[config.mk]
export PLATFORM = sky130hd
export DESIGN_NAME = dtq_due_count
export DESIGN_NICKNAME = d
export VERILOG_FILES = /design/src/rtl/deadline_timer_queue_top_defines.svh /design/src/rtl/dtq_pkg.sv /design/src/rtl/dtq_due_count.sv
export SDC_FILE = /design/constraint.sdc
export NUM_CORES = 1
export LEC_CHECK = 0
export BUFFER_PORTS_ARGS = -buffer_cell sky130_fd_sc_hd__buf_2
export CORE_UTILIZATION = 52
export CTS_CLUSTER_DIAMETER = 150
export DETAILED_ROUTE_END_ITERATION = 12
export PLACE_DENSITY_LB_ADDON = 0.12
export SLEW_MARGIN = 20
export SYNTH_ARGS = -nofsm -noshare
export SYNTH_HDL_FRONTEND = slang
export SYNTH_SLANG_ARGS = --single-unit
[constraint.sdc]
create_clock -name aclk -period 3.75 [get_ports aclk]
set_input_delay 0.75 -clock aclk [delete_from_list [all_inputs] [get_ports aclk]]
set_output_delay 0.75 -clock aclk [all_outputs]
set_load 0.05 [all_outputs]
[src/rtl/deadline_timer_queue_top_defines.svh]
// assertion macros for the deadline timer queue
`ifndef DEADLINE_TIMER_QUEUE_TOP_DEFINES_SVH
`define DEADLINE_TIMER_QUEUE_TOP_DEFINES_SVH

// property must hold at every clock edge outside reset
`define DTQ_ASSERT(label, clk, rstn, prop, msg) \
    label: assert property (@(posedge clk) disable iff (!rstn) prop) else $error(msg);

// condition must never be seen outside reset
`define DTQ_NEVER(label, clk, rstn, cond, msg) \
    label: assert property (@(posedge clk) disable iff (!rstn) !(cond)) else $error(msg);

`endif

[src/rtl/dtq_pkg.sv]
// shared types and constants of the deadline timer queue
`default_nettype none

package dtq_pkg;

    localparam int CAPACITY        = 32;
    localparam int TIME_BITS       = 32;
    localparam int QUEUE_ID_BITS   = 8;
    localparam int WORK_ID_BITS    = 16;
    localparam int COUNT_BITS      = $clog2(CAPACITY + 1);
    localparam int GROUP_SIZE      = 8;
    localparam int GROUPS          = (CAPACITY + GROUP_SIZE - 1) / GROUP_SIZE;
    localparam int GROUP_BITS      = $clog2(GROUP_SIZE + 1);
    localparam int CFG_DATA_BITS   = (TIME_BITS > QUEUE_ID_BITS) ? TIME_BITS : QUEUE_ID_BITS;
    localparam int IDLE_WAIT_RESET = 30000;

    typedef enum logic [0:0] {
        OP_SCHEDULE = 1'b0,
        OP_TICK     = 1'b1
    } op_t;

    typedef enum logic [1:0] {
        KIND_SCHEDULE = 2'd0,
        KIND_DISPATCH = 2'd1,
        KIND_STATUS   = 2'd2
    } kind_t;

    typedef enum logic [0:0] {
        CFG_DEFAULT_QUEUE = 1'b0,
        CFG_IDLE_WAIT     = 1'b1
    } cfg_index_t;

    typedef struct packed {
        logic [TIME_BITS-1:0]     due;
        logic [QUEUE_ID_BITS-1:0] queue;
        logic [WORK_ID_BITS-1:0]  work;
    } entry_t;

    typedef struct packed {
        logic insert;
        logic pop;
    } cell_ctl_t;

    typedef struct packed {
        op_t                      operation;
        logic [TIME_BITS-1:0]     due_time;
        logic [TIME_BITS-1:0]     current_time;
        logic [QUEUE_ID_BITS-1:0] dest_queue;
        logic                     dest_queue_valid;
        logic                     use_default_queue;
        logic [WORK_ID_BITS-1:0]  work_ident;
        logic                     work_valid;
    } in_item_t;

    typedef struct packed {
        kind_t                    kind;
        logic [QUEUE_ID_BITS-1:0] out_queue;
        logic [WORK_ID_BITS-1:0]  out_work;
        logic                     accepted;
        logic                     became_earliest;
        logic                     queue_full;
        logic [TIME_BITS-1:0]     wake_time;
        logic [COUNT_BITS-1:0]    pending_count;
        logic                     last;
    } out_item_t;

endpackage

`default_nettype wire

[src/rtl/dtq_due_count.sv]
// registered tree counting the due cells
`default_nettype none

module dtq_due_count (
    input  wire logic                            aclk,
    input  wire logic [dtq_pkg::CAPACITY-1:0]    flags,
    output logic      [dtq_pkg::COUNT_BITS-1:0]  total
);

    localparam int PAD_BITS = dtq_pkg::GROUPS * dtq_pkg::GROUP_SIZE;
    localparam int GB       = dtq_pkg::GROUP_BITS;
    localparam int CB       = dtq_pkg::COUNT_BITS;

    logic [PAD_BITS-1:0] padded;
    logic [GB-1:0]       grp_next [dtq_pkg::GROUPS];
    logic [GB-1:0]       grp_reg  [dtq_pkg::GROUPS];

    assign padded = PAD_BITS'(flags);

    always_comb begin
        for (int g = 0; g < dtq_pkg::GROUPS; g++) begin
            grp_next[g] = '0;
            for (int b = 0; b < dtq_pkg::GROUP_SIZE; b++) begin
                grp_next[g] = grp_next[g] + GB'(padded[g * dtq_pkg::GROUP_SIZE + b]);
            end
        end
    end

    always_ff @(posedge aclk) begin
        for (int g = 0; g < dtq_pkg::GROUPS; g++) begin
            grp_reg[g] <= grp_next[g];
        end
    end

    always_comb begin
        total = '0;
        for (int g = 0; g < dtq_pkg::GROUPS; g++) begin
            total = total + CB'(grp_reg[g]);
        end
    end

endmodule

`default_nettype wire
==> flow_metrics.tcl <==
set metrics [dict create \
    outcome "completed" \
    synth-simple-area-share_pct 2.64 \
    via_per_inst 4.30 \
    syn_area_mm2 0.00142 \
    synthMuxAreaShare_pct 0 \
    fmax_mhz 279 \
    place.gp.congestion 0.780 \
    grt.total_usage_pct 16.7 \
    num_io_pins 39 \
    synth.distinct_cells 12 \
    wl_per_cell_um 9.16 \
    cts_tree "yes" \
    start_kind "flip-flop" \
    numPortBuffers 38 \
    finalCritPeriodShare_pct 95.6 \
    synth_top_family_by_area "adder cells" \
    path_clk_slew_ns 0.08 \
    yosysWarnings 0 \
    min_period_ns 3.59 \
    largest_reg_flops 16 \
    first_pass_iters 2 \
    slowest_stage "fa_1" \
    cpPeakStageDelay_ns 0.55 \
    dp_hpwl_um 1860 \
    tns_ns 0 \
    synth-compound-area-share_pct 5.10 \
    routed_wl_um 2000 \
    final_nets 264 \
    drive_above_1_share_pct 26.1 \
    num_vias 938 \
    ant_nets 0 \
    grt_setup_unrepaired "no" \
    first_iter_violations 3 \
    grt_max_degree 10 \
    synth_fp_nets 220 \
    critical-path-top-delay-family "adder cells" \
    root_buffer "clkbuf_4" \
    row_count 18 \
    initial_utilization_pct 56.4 \
    antenna_found_initial 0 \
    core_area_mm2 0.00252 \
    drc 0 \
    critPathBufInv 2 \
    cp_cell_sequence "ha_2 -> fa_2 -> xnor2_1 -> fa_1 -> inv_1 -> ha_1 -> a21o_1 -> a21oi_2 -> xnor2_1 -> buf_4" \
    required_ns 3.00 \
    ys_seq_area_share_pct 22.5 \
    synthCells 145 \
    syn_to_final_growth_pct 20.6 \
    slew_violations 0 \
    overflow 0 \
    synth_seq_cells 16 \
    crit_type "reg2out" \
    cts_hold_buf 0 \
    cp-end-kind "primary output" \
    hold_viol 0 \
    tightest_slew_ns 0.250 \
    diodes 0 \
    clockBufferDepth 2 \
    die_area_mm2 0.00295 \
    cp_max_fo 2 \
    arrival_ns 2.84 \
    cp_common_cell "xnor2_1" \
    hp-class "in2reg" \
    avgSynthCellArea_um2 9.82 \
    finalSetupViolCount 0 \
    h-tree-depth 1 \
    die_x_um 54.3 \
    max_cap_violations 0 \
    synth_xor_area_share_pct 4.92 \
    cts_sinks 16 \
    synth_fa_ha_area_share_pct 48.5 \
    die_h_um 54.3 \
    grt_pass1_wl_um 3410 \
    cts-buffers-inserted 3 \
    slew-limit-headroom_pct 83.5 \
    grt_pass1_vias 914 \
]
-- per-stage QoR --
stage / hold WS [ns] / setup slack [ns] / utilization (%) / area (µm²) / std cells
after floorplan: 0.880 / 0.0813 / - / 1420 / 145
after global placement: 0.972 / 0.384 / 65.5 / 1650 / 213
after detailed placement: 0.980 / 0.307 / 65.5 / 1650 / 213
after CTS: 0.679 / 0.0162 / 67.0 / 1690 / 217
after global routing: 0.682 / 0.0125 / 68.1 / 1720 / 218
final: 0.690 / 0.163 / 68.1 / 1720 / 218
-- path summary, 6_finish.rpt --
kind                          start       endpoint  slack [ns]  cells past startpoint
worst min-delay path      flags[26]  grp_reg[3][0]        0.69                      2
worst max-delay path  grp_reg[1][0]       total[4]        0.16                     10
-- synth_stat cells --
cell,count,area [µm²]
a21o_1,4,30.0
a21oi_1,4,20.0
a21oi_2,2,17.5
dfxtp_1,16,320
fa_1,22,440
ha_1,20,250
inv_1,62,233
nand2b_1,1,6.26
nor2b_1,5,31.3
o21ai_0,1,5.00
xnor2_1,4,35.0
xor2_1,4,35.0
-- cells by family (layout without fill, tap and decap cells) --
family                     count (synthesis)  in the layout
AOI/OAI and AO/OA                         11             11
xor gates and xnor gates                   8              8
adders and majority gates                 42             42
buffers and inverters                     62            105
DFF                                       16             16
and+or+nand+nor                            6              6
-- placed cells by master, fill, tap and decap left out, drive strengths merged --
| master | netlist | routed |
|---|---|---|
| xnor2 | 4 | 4 |
| clkbuf | 0 | 5 |
| nor2b | 5 | 5 |
| nand2b | 1 | 1 |
| a21o | 4 | 4 |
| buf | 0 | 38 |
| inv | 62 | 62 |
| ha | 20 | 20 |
| a21oi | 6 | 6 |
| o21ai | 1 | 1 |
| fa | 22 | 22 |
| xor2 | 4 | 4 |
| dfxtp | 16 | 16 |
-- layer usage --
metal / GRT usage [%] / wire [µm] / part of all wire [%]
met2: 29.1 / 1010 / 51
met3: 2.78 / 91 / 4.6
met5: 0 / 0 / 0
met4: 8.97 / 19 / 0.95
met1: 19.3 / 875 / 44
-- what timing repair did --
| action | CTS | global route |
|---|---|---|
| resized for setup | 1 | 8 |
| buffers inserted | 0 | 1 |
| endpoints found under the setup margin | 1 | 3 |
| hold endpoints to repair | 0 | 0 |
| pin swaps | 0 | 1 |
-- final cells by class --
class,instances,area [µm²]
Clock buffer,4,36.3
Fill cell,222,806
Inverter,62,233
Multi-Input combinational cell,67,881
Sequential cell,16,320
Tap cell,30,37.5
Timing Repair Buffer,39,209
Power is not shown: default switching activity piles up to over one toggle a cycle in this logic, so the estimate is an artifact.
