<file path="src/rtl/deadline_timer_queue_top_defines.svh">
// assertion macros for the deadline timer queue
`ifndef DEADLINE_TIMER_QUEUE_TOP_DEFINES_SVH
`define DEADLINE_TIMER_QUEUE_TOP_DEFINES_SVH

// property must hold at every clock edge outside reset
`define DTQ_ASSERT(label, clk, rstn, prop, msg) \
    label: assert property (@(posedge clk) disable iff (!rstn) prop) else $error(msg);

// condition must never be seen outside reset
`define DTQ_NEVER(label, clk, rstn, cond, msg) \
    label: assert property (@(posedge clk) disable iff (!rstn) !(cond)) else $error(msg);

`endif

</file>
<file path="src/rtl/dtq_pkg.sv">
// shared types and constants of the deadline timer queue
`default_nettype none

package dtq_pkg;

    localparam int CAPACITY        = 32;
    localparam int TIME_BITS       = 32;
    localparam int QUEUE_ID_BITS   = 8;
    localparam int WORK_ID_BITS    = 16;
    localparam int COUNT_BITS      = $clog2(CAPACITY + 1);
    localparam int GROUP_SIZE      = 8;
    localparam int GROUPS          = (CAPACITY + GROUP_SIZE - 1) / GROUP_SIZE;
    localparam int GROUP_BITS      = $clog2(GROUP_SIZE + 1);
    localparam int CFG_DATA_BITS   = (TIME_BITS > QUEUE_ID_BITS) ? TIME_BITS : QUEUE_ID_BITS;
    localparam int IDLE_WAIT_RESET = 30000;

    typedef enum logic [0:0] {
        OP_SCHEDULE = 1'b0,
        OP_TICK     = 1'b1
    } op_t;

    typedef enum logic [1:0] {
        KIND_SCHEDULE = 2'd0,
        KIND_DISPATCH = 2'd1,
        KIND_STATUS   = 2'd2
    } kind_t;

    typedef enum logic [0:0] {
        CFG_DEFAULT_QUEUE = 1'b0,
        CFG_IDLE_WAIT     = 1'b1
    } cfg_index_t;

    typedef struct packed {
        logic [TIME_BITS-1:0]     due;
        logic [QUEUE_ID_BITS-1:0] queue;
        logic [WORK_ID_BITS-1:0]  work;
    } entry_t;

    typedef struct packed {
        logic insert;
        logic pop;
    } cell_ctl_t;

    typedef struct packed {
        op_t                      operation;
        logic [TIME_BITS-1:0]     due_time;
        logic [TIME_BITS-1:0]     current_time;
        logic [QUEUE_ID_BITS-1:0] dest_queue;
        logic                     dest_queue_valid;
        logic                     use_default_queue;
        logic [WORK_ID_BITS-1:0]  work_ident;
        logic                     work_valid;
    } in_item_t;

    typedef struct packed {
        kind_t                    kind;
        logic [QUEUE_ID_BITS-1:0] out_queue;
        logic [WORK_ID_BITS-1:0]  out_work;
        logic                     accepted;
        logic                     became_earliest;
        logic                     queue_full;
        logic [TIME_BITS-1:0]     wake_time;
        logic [COUNT_BITS-1:0]    pending_count;
        logic                     last;
    } out_item_t;

endpackage

`default_nettype wire

</file>
<file path="src/rtl/dtq_cell.sv">
// one cell of the sorted entry chain
`default_nettype none

module dtq_cell (
    input  wire logic               aclk,
    input  wire dtq_pkg::cell_ctl_t ctl,
    input  wire logic               occupied,
    input  wire dtq_pkg::entry_t    new_entry,
    input  wire dtq_pkg::entry_t    left_entry,
    input  wire logic               left_stays,
    input  wire dtq_pkg::entry_t    right_entry,
    input  wire logic [dtq_pkg::TIME_BITS-1:0] now_time,
    output dtq_pkg::entry_t         cur_entry,
    output logic                    stays,
    output logic                    is_due
);

    dtq_pkg::entry_t entry_reg;
    dtq_pkg::entry_t entry_next;

    // equal due times keep the older entry in front
    always_comb begin
        stays  = occupied && (entry_reg.due <= new_entry.due);
        is_due = occupied && (entry_reg.due <= now_time);
    end

    always_comb begin
        entry_next = entry_reg;
        if (ctl.insert && !stays) begin
            entry_next = left_stays ? new_entry : left_entry;
        end else if (ctl.pop) begin
            entry_next = right_entry;
        end
    end

    always_ff @(posedge aclk) begin
        entry_reg <= entry_next;
    end

    assign cur_entry = entry_reg;

endmodule

`default_nettype wire

</file>
<file path="config.mk">
export PLATFORM = sky130hd
export DESIGN_NAME = dtq_cell
export DESIGN_NICKNAME = d
export VERILOG_FILES = /design/src/rtl/deadline_timer_queue_top_defines.svh /design/src/rtl/dtq_pkg.sv /design/src/rtl/dtq_cell.sv
export SDC_FILE = /design/constraint.sdc
export NUM_CORES = 1
export LEC_CHECK = 0
export ABC_AREA = 1
export ABC_CLOCK_PERIOD_IN_PS = 4000
export BUFFER_PORTS_ARGS = -buffer_cell sky130_fd_sc_hd__buf_2
export CAP_MARGIN = 20
export CORE_UTILIZATION = 30
export CTS_CLUSTER_DIAMETER = 80
export DETAILED_ROUTE_END_ITERATION = 8
export PLACE_DENSITY = 0.7
export SLEW_MARGIN = 20
export SYNTH_ARGS = -nofsm -noshare
export SYNTH_HDL_FRONTEND = slang
export SYNTH_SLANG_ARGS = --single-unit
</file>
<file path="constraint.sdc">
create_clock -name aclk -period 4 [get_ports aclk]
set_clock_uncertainty 0.1 [all_clocks]
set_input_delay 0.8 -clock aclk [delete_from_list [all_inputs] [get_ports aclk]]
set_output_delay 0.8 -clock aclk [all_outputs]
set_load 0.01 [all_outputs]
</file>
==> impl_metrics.ini, run 1 <==
[global_route]
overflow = 0
antenna_found_initial = 0
grt_max_degree = 79
grt_usage_pct = 17.77
grt_pass1_wl_mm = 22.81
grt_pass1_vias = 4772

[placed_design]
port_buffers = 262
detailed_place_hpwl_mm = 11.81
gp_congestion = 0.8005

[cts]
cts.hold.buffers_added = 0
clock-root-buffer = clkbuf_16
cts_buffers = 5
postCtsResizedCells = 0
post_cts_buffers = 0
htree_levels = 2
cts_sinks = 56
cts_tree = built
clockBufferDepth = 2
path_clk_slew_ns = 0.08
insertion_delay_ns = 0.30

[timing]
period_minus_slack_ns = 3.373
max_freq_mhz = 296.5
tightest_slew_ns = 0.8715
period_share_pct = 84.32
hold_viol = 0
slew_headroom_pct = 41.90
grt_setup_unrepaired = false
setup_violations = 0
finalSetupTns_ns = 0
slew_violations = 0

[worst_setup_path]
end_kind = output port
critical_path_required_ns = 3.10
cp_max_fo = 3
path_buf_inv = 3
crit_slowest_cell = nor4_1
slowest_delay_ns = 0.59
critPathTopFamily = simple AND/OR/NAND/NOR gates
worstPathArrival_ns = 2.47
critPathLaunchType = input port
crit_type = in -> out
cp_cell_sequence = buf_2 > inv_1 > ha_1 > nand4_1 > nor4_1 > nand4_1 > a21boi_0 > buf_2

[final_layout]
final_nets = 1130
largest_reg_flops = 56
synthToLayoutAreaGrowth_pct = 33.88
antenna_cells = 0
fill_cells = 1589
drive_gt1_share_pct = 35.50

[power]
p_sw_uw = 683.9
p_total_uw = 1983
p_comb_share_pct = 36.0
leakagePower_uw = 0.003567
power_frac_seq_pct = 40.6
swShare_pct = 34.49
p_per_area_mw_per_mm2 = 308.8
peakVddDrop_mv = 0.1745
p_int_uw = 1299
pwr-share-clk_pct = 23.5

[floorplanning]
start_util_pct = 31.09
fp.dieW_um = 128.5
dieArea_mm2 = 0.01650
rows = 45
ios = 263
core_mm2 = 0.01543
die_height_um = 128.5

[yosys]
syn-instance-count = 612
synth_compound_area_share_pct = 8.451
yosys.cell_count.top_type = nand2_1
yosysTopAreaCell = edfxtp_1
yosysTopAreaCellShare_pct = 35.05
synth_edf_count = 56
synth_area_per_cell_um2 = 7.838
yosysWarnings = 0
synth_seq_cells = 56
synth_top_family_by_area = simple AND/OR/NAND/NOR gates
netlist_top_cells_area = edfxtp_1 (35%), ha_1 (17%), nand2_1 (13%), a21oi_1 (6.3%), nand3_1 (6.3%)
muxShareOfSynthArea_pct = 5.869
synthDistinctLibCells = 22
synthArstFlopShare_pct = 0
synth_common_cells = nand2_1 (167), inv_1 (77), ha_1 (64)
synth.net_count = 881
synth_flop_cell = edfxtp_1
synth_simple_gate_area_share_pct = 24.33
netlist_area_mm2 = 0.004797
synth-seq-area-share_pct = 35.05
synthAdderAreaFrac_pct = 16.69
yosys.area_share.xor_xnor_pct = 0

[run_status]
outcome = complete, no violations

[flow_run]
drv_cap = 0

[detailed_routing]
drc = 0
final_antenna_net_count = 0
drt_iter0_drc = 141
route.vias.total = 4911
first_pass_iters = 4
drt_wl_total_mm = 14.61
avgViaCountPerCell = 4.577
wl_per_cell_um = 13.62

[min_path]
worstHoldPathType = in -> reg
[per-layer routing]
metal / GRT usage (%) / part of all wire (%) / up-vias
li1: - / - / 2542
met1: 20.13 / 42 / 2188
met2: 33.67 / 51 / 171
met3: 3.867 / 6.9 / 10
met4: 4.152 / 0.92 / 0
met5: 0 / 0 / -
[power groups by stage]
stage,Combinational [µW],Clock (µW),Sequential (µW)
final,713,466,804
after CTS,728,491,806
after global routing,821,505,814
after floorplan,401,0,848
after detailed placement,725,0,820
after global placement,709,0,818
[cells by family (layout without fill, tap and decap cells)]
family                     count (synthesis)  after routing
AOI/OAI and AO/OA                         77             77
adders and majority gates                 64             64
buffers and inverters                    106            356
DFF                                       56             56
muxes                                     25             25
and+or+nand+nor                          284            284
[cell type report]
type	count	area (µm²)	area share, %
clock buffers	5	125.1	1.948
multi-input cells	450	2658	41.38
flip-flops and latches	56	1682	26.18
repair buffers	270	1374	21.39
clock inverters	3	27.53	0.4286
well taps	211	264.0	4.111
inverters	78	292.8	4.559
[final timing paths]
| check | from | endpoint | slack (ns) | cells after the start |
|---|---|---|---|---|
| max | now_time[27] | is_due | 0.63 | 8 |
| min | right_entry[27] | cur_entry[27] | 0.65 | 3 |
| max reg2reg | cur_entry[47] | cur_entry[30] | 1.40 | 12 |
| min reg2reg | cur_entry[47] | cur_entry[55] | 1.18 | 9 |
[cell usage in the layout, fill, tap and decap left out, drive strengths merged]
master | Yosys | layout
a211oi | 2 | 2
nand3 | 60 | 60
inv | 77 | 78
mux2 | 25 | 25
a21o | 2 | 2
nor3 | 1 | 1
clkinv | 1 | 2
nor2 | 46 | 46
a21oi | 60 | 60
buf | 13 | 270
ha | 64 | 64
clkbuf | 15 | 5
edfxtp | 56 | 56
nand2 | 169 | 169
o21a | 3 | 3
nand4 | 7 | 7
a21boi | 1 | 1
o21ai | 9 | 9
clkinvlp | 0 | 1
nor4 | 1 | 1
[metrics by stage]
step / hold slack (ns) / setup slack, ns / instance area (µm²) / utilization, % / cells
finish: 0.6546 / 0.6271 / 6422 / 41.63 / 1073
global route: 0.6465 / 0.4153 / 6422 / 41.63 / 1073
CTS: 0.6385 / 0.5260 / 6422 / 41.63 / 1073
detailed placement: 0.9678 / 0.5174 / 6270 / 40.64 / 1065
global placement: 0.9635 / 0.6257 / 6270 / 40.64 / 1065
floorplan: 0.8786 / 0.2209 / 4797 / - / 612
[worst register-to-register path, delay by kind of cell, from the launching register on]
family / cells / cell delay [ns]
adder cells (fa/ha/maj): 1 / 0.34
buffers and inverters: 1 / 0.37
flip-flops: 1 / 0.44
AND/OR/NAND/NOR: 10 / 1.02
(Power assumes the default switching activity.)
==> run 2: changes to the inputs <==
--- a/config.mk
+++ b/config.mk
@@ -6,13 +6,13 @@
 export NUM_CORES = 1
 export LEC_CHECK = 0
 export ABC_AREA = 1
-export ABC_CLOCK_PERIOD_IN_PS = 4000
+export ABC_CLOCK_PERIOD_IN_PS = 3160
 export BUFFER_PORTS_ARGS = -buffer_cell sky130_fd_sc_hd__buf_2
 export CAP_MARGIN = 20
 export CORE_UTILIZATION = 30
 export CTS_CLUSTER_DIAMETER = 80
 export DETAILED_ROUTE_END_ITERATION = 8
-export PLACE_DENSITY = 0.7
+export PLACE_DENSITY = 0.68
 export SLEW_MARGIN = 20
 export SYNTH_ARGS = -nofsm -noshare
 export SYNTH_HDL_FRONTEND = slang
==> constraint.sdc (replaced) <==
create_clock -name aclk -period 3.16 [get_ports aclk]
set_clock_uncertainty 0.1 [all_clocks]
set_input_delay 0.632 -clock aclk [delete_from_list [all_inputs] [get_ports aclk]]
set_output_delay 0.632 -clock aclk [all_outputs]
set_load 0.01 [all_outputs]
==> impl_metrics.ini, run 2 (synthesized netlist as in run 1, its figures left out) <==
[final_layout]
fill_cells = 1586
multi_input_area_mm2 = 0.002658
final_nets = 1133
register_area_mm2 = 0.001682
final_cell_mix = buf_2 (261), nand2_1 (166), inv_1 (77), ha_1 (64)
finish.utilization_pct = 41.91
largest_reg_flops = 56
final_common_cell = buf_2
synthToLayoutAreaGrowth_pct = 34.77
drive_gt1_share_pct = 35.61

[detailed_routing]
final_antenna_net_count = 0
drt_iter0_drc = 176
avgViaCountPerCell = 4.561
wl_per_cell_um = 13.78
route.vias.total = 4912
drc = 0
drt_wl_total_mm = 14.84
first_pass_iters = 4

[cts]
cts_tree = built
htree_levels = 2
cts_sinks = 56
path_clk_slew_ns = 0.07
insertion_delay_ns = 0.30
cts_buffers = 5
post_cts_buffers = 0
cts.hold.buffers_added = 0
clockBufferDepth = 2
postCtsResizedCells = 0
clock-root-buffer = clkbuf_16

[global_route]
overflow = 0
antenna_found_initial = 1
grt_usage_pct = 17.91
grt_pass1_vias = 4646
grt_pass1_wl_mm = 22.92
grt_max_degree = 57

[flow_run]
drv_cap = 0

[floorplanning]
start_util_pct = 31.09
die_height_um = 128.5
dieArea_mm2 = 0.01650
core_mm2 = 0.01543
rows = 45
fp.dieW_um = 128.5
ios = 263

[timing]
max_freq_mhz = 340.8
slew_headroom_pct = 62.61
slew_violations = 0
hold_viol = 0
grt_setup_unrepaired = false
period_minus_slack_ns = 2.934
setup_violations = 0
finalSetupTns_ns = 0
period_share_pct = 92.86
tightest_slew_ns = 0.5609
worst_slack_ns = 0.2257

[worst_setup_path]
crit_type = reg -> out
worstPathArrival_ns = 2.20
reg2reg_depth = 12
r2r-start = cur_entry[55]
r2r_end = cur_entry[6]
critical_path_required_ns = 2.43
cp_max_fo = 3
r2r_slack_ns = 0.53
critPathLaunchType = flip-flop
end_kind = output port

[run_status]
outcome = complete, no violations

[placed_design]
detailed_place_hpwl_mm = 11.76
port_buffers = 262
pre_cts_ws_ns = 0.2530
gp_congestion = 0.8029

[power]
leakagePower_uw = 0.003588
p_total_uw = 2505
peakVddDrop_mv = 0.2038
p_per_area_mw_per_mm2 = 387.4

[min_path]
worstHoldPathType = in -> reg
hp-start = right_entry[5]
holdPathStages = 3
hold_end = cur_entry[5]
[run 2: cell types whose count changed in the layout (fill, tap and decap cells not counted)]
cell / before / now
clkbuf_1: 0 / 1
buf_12: 0 / 2
diode_2: 0 / 1
buf_4: 9 / 10
inv_8: 1 / 0
[run 2: metal layers]
layer  track usage, %  wire length, µm  up-vias
met5                0                0        -
met4            4.360              181        0
met3            4.116             1016       11
met2            31.89             7228      179
met1            21.75             6414     2179
li1                 -                -     2543
[run 2: through the flow]
step | cell area, µm² | std cells | hold slack, ns
2_1_floorplan | 4800 | 612 | 0.7106
3_3_place_gp | 6317 | 1068 | 0.7967
3_5_place_dp | 6317 | 1068 | 0.7994
4_1_cts | 6462 | 1076 | 0.4754
5_1_grt | 6462 | 1076 | 0.4859
6_report | 6465 | 1077 | 0.4913
[run 2: how the worst max path moves through the flow]
stage	slack, ns	cells after the start	end	from
2_1_floorplan	0.09	14	cur_entry[0]	new_entry[55]
3_3_place_gp	0.24	13	stays	new_entry[49]
3_5_place_dp	0.25	14	cur_entry[25]	new_entry[47]
4_1_cts	0.17	7	is_due	cur_entry[51]
5_1_grt	0.05	13	stays	cur_entry[43]
6_report	0.23	7	is_due	cur_entry[51]
[run 2: critical path: stages (launching register included)]
cell	delay, ns
edfxtp_1	0.44
ha_1	0.34
nand4_1	0.20
nor4_1	0.35
buf_4	0.17
nand4_1	0.06
a21boi_0	0.17
buf_2	0.17
[run 2: cell type report]
class | instances | share of cell area, %
well taps | 211 | 4.084
multi-input cells | 450 | 41.11
inverters | 78 | 4.529
clock inverters | 2 | 0.2516
flip-flops and latches | 56 | 26.01
clock buffers | 6 | 1.993
diodes | 1 | 0.03871
repair buffers | 273 | 21.99
[run 2: where the power goes]
group / switching, µW / internal, µW / leakage, µW / total [µW]
logic: 519 / 398 / 0.00295 / 918
registers: 65.0 / 951 / 0.000571 / 1020
clock network: 274 / 297 / 0.0000671 / 571
total: 858 / 1650 / 0.00359 / 2500
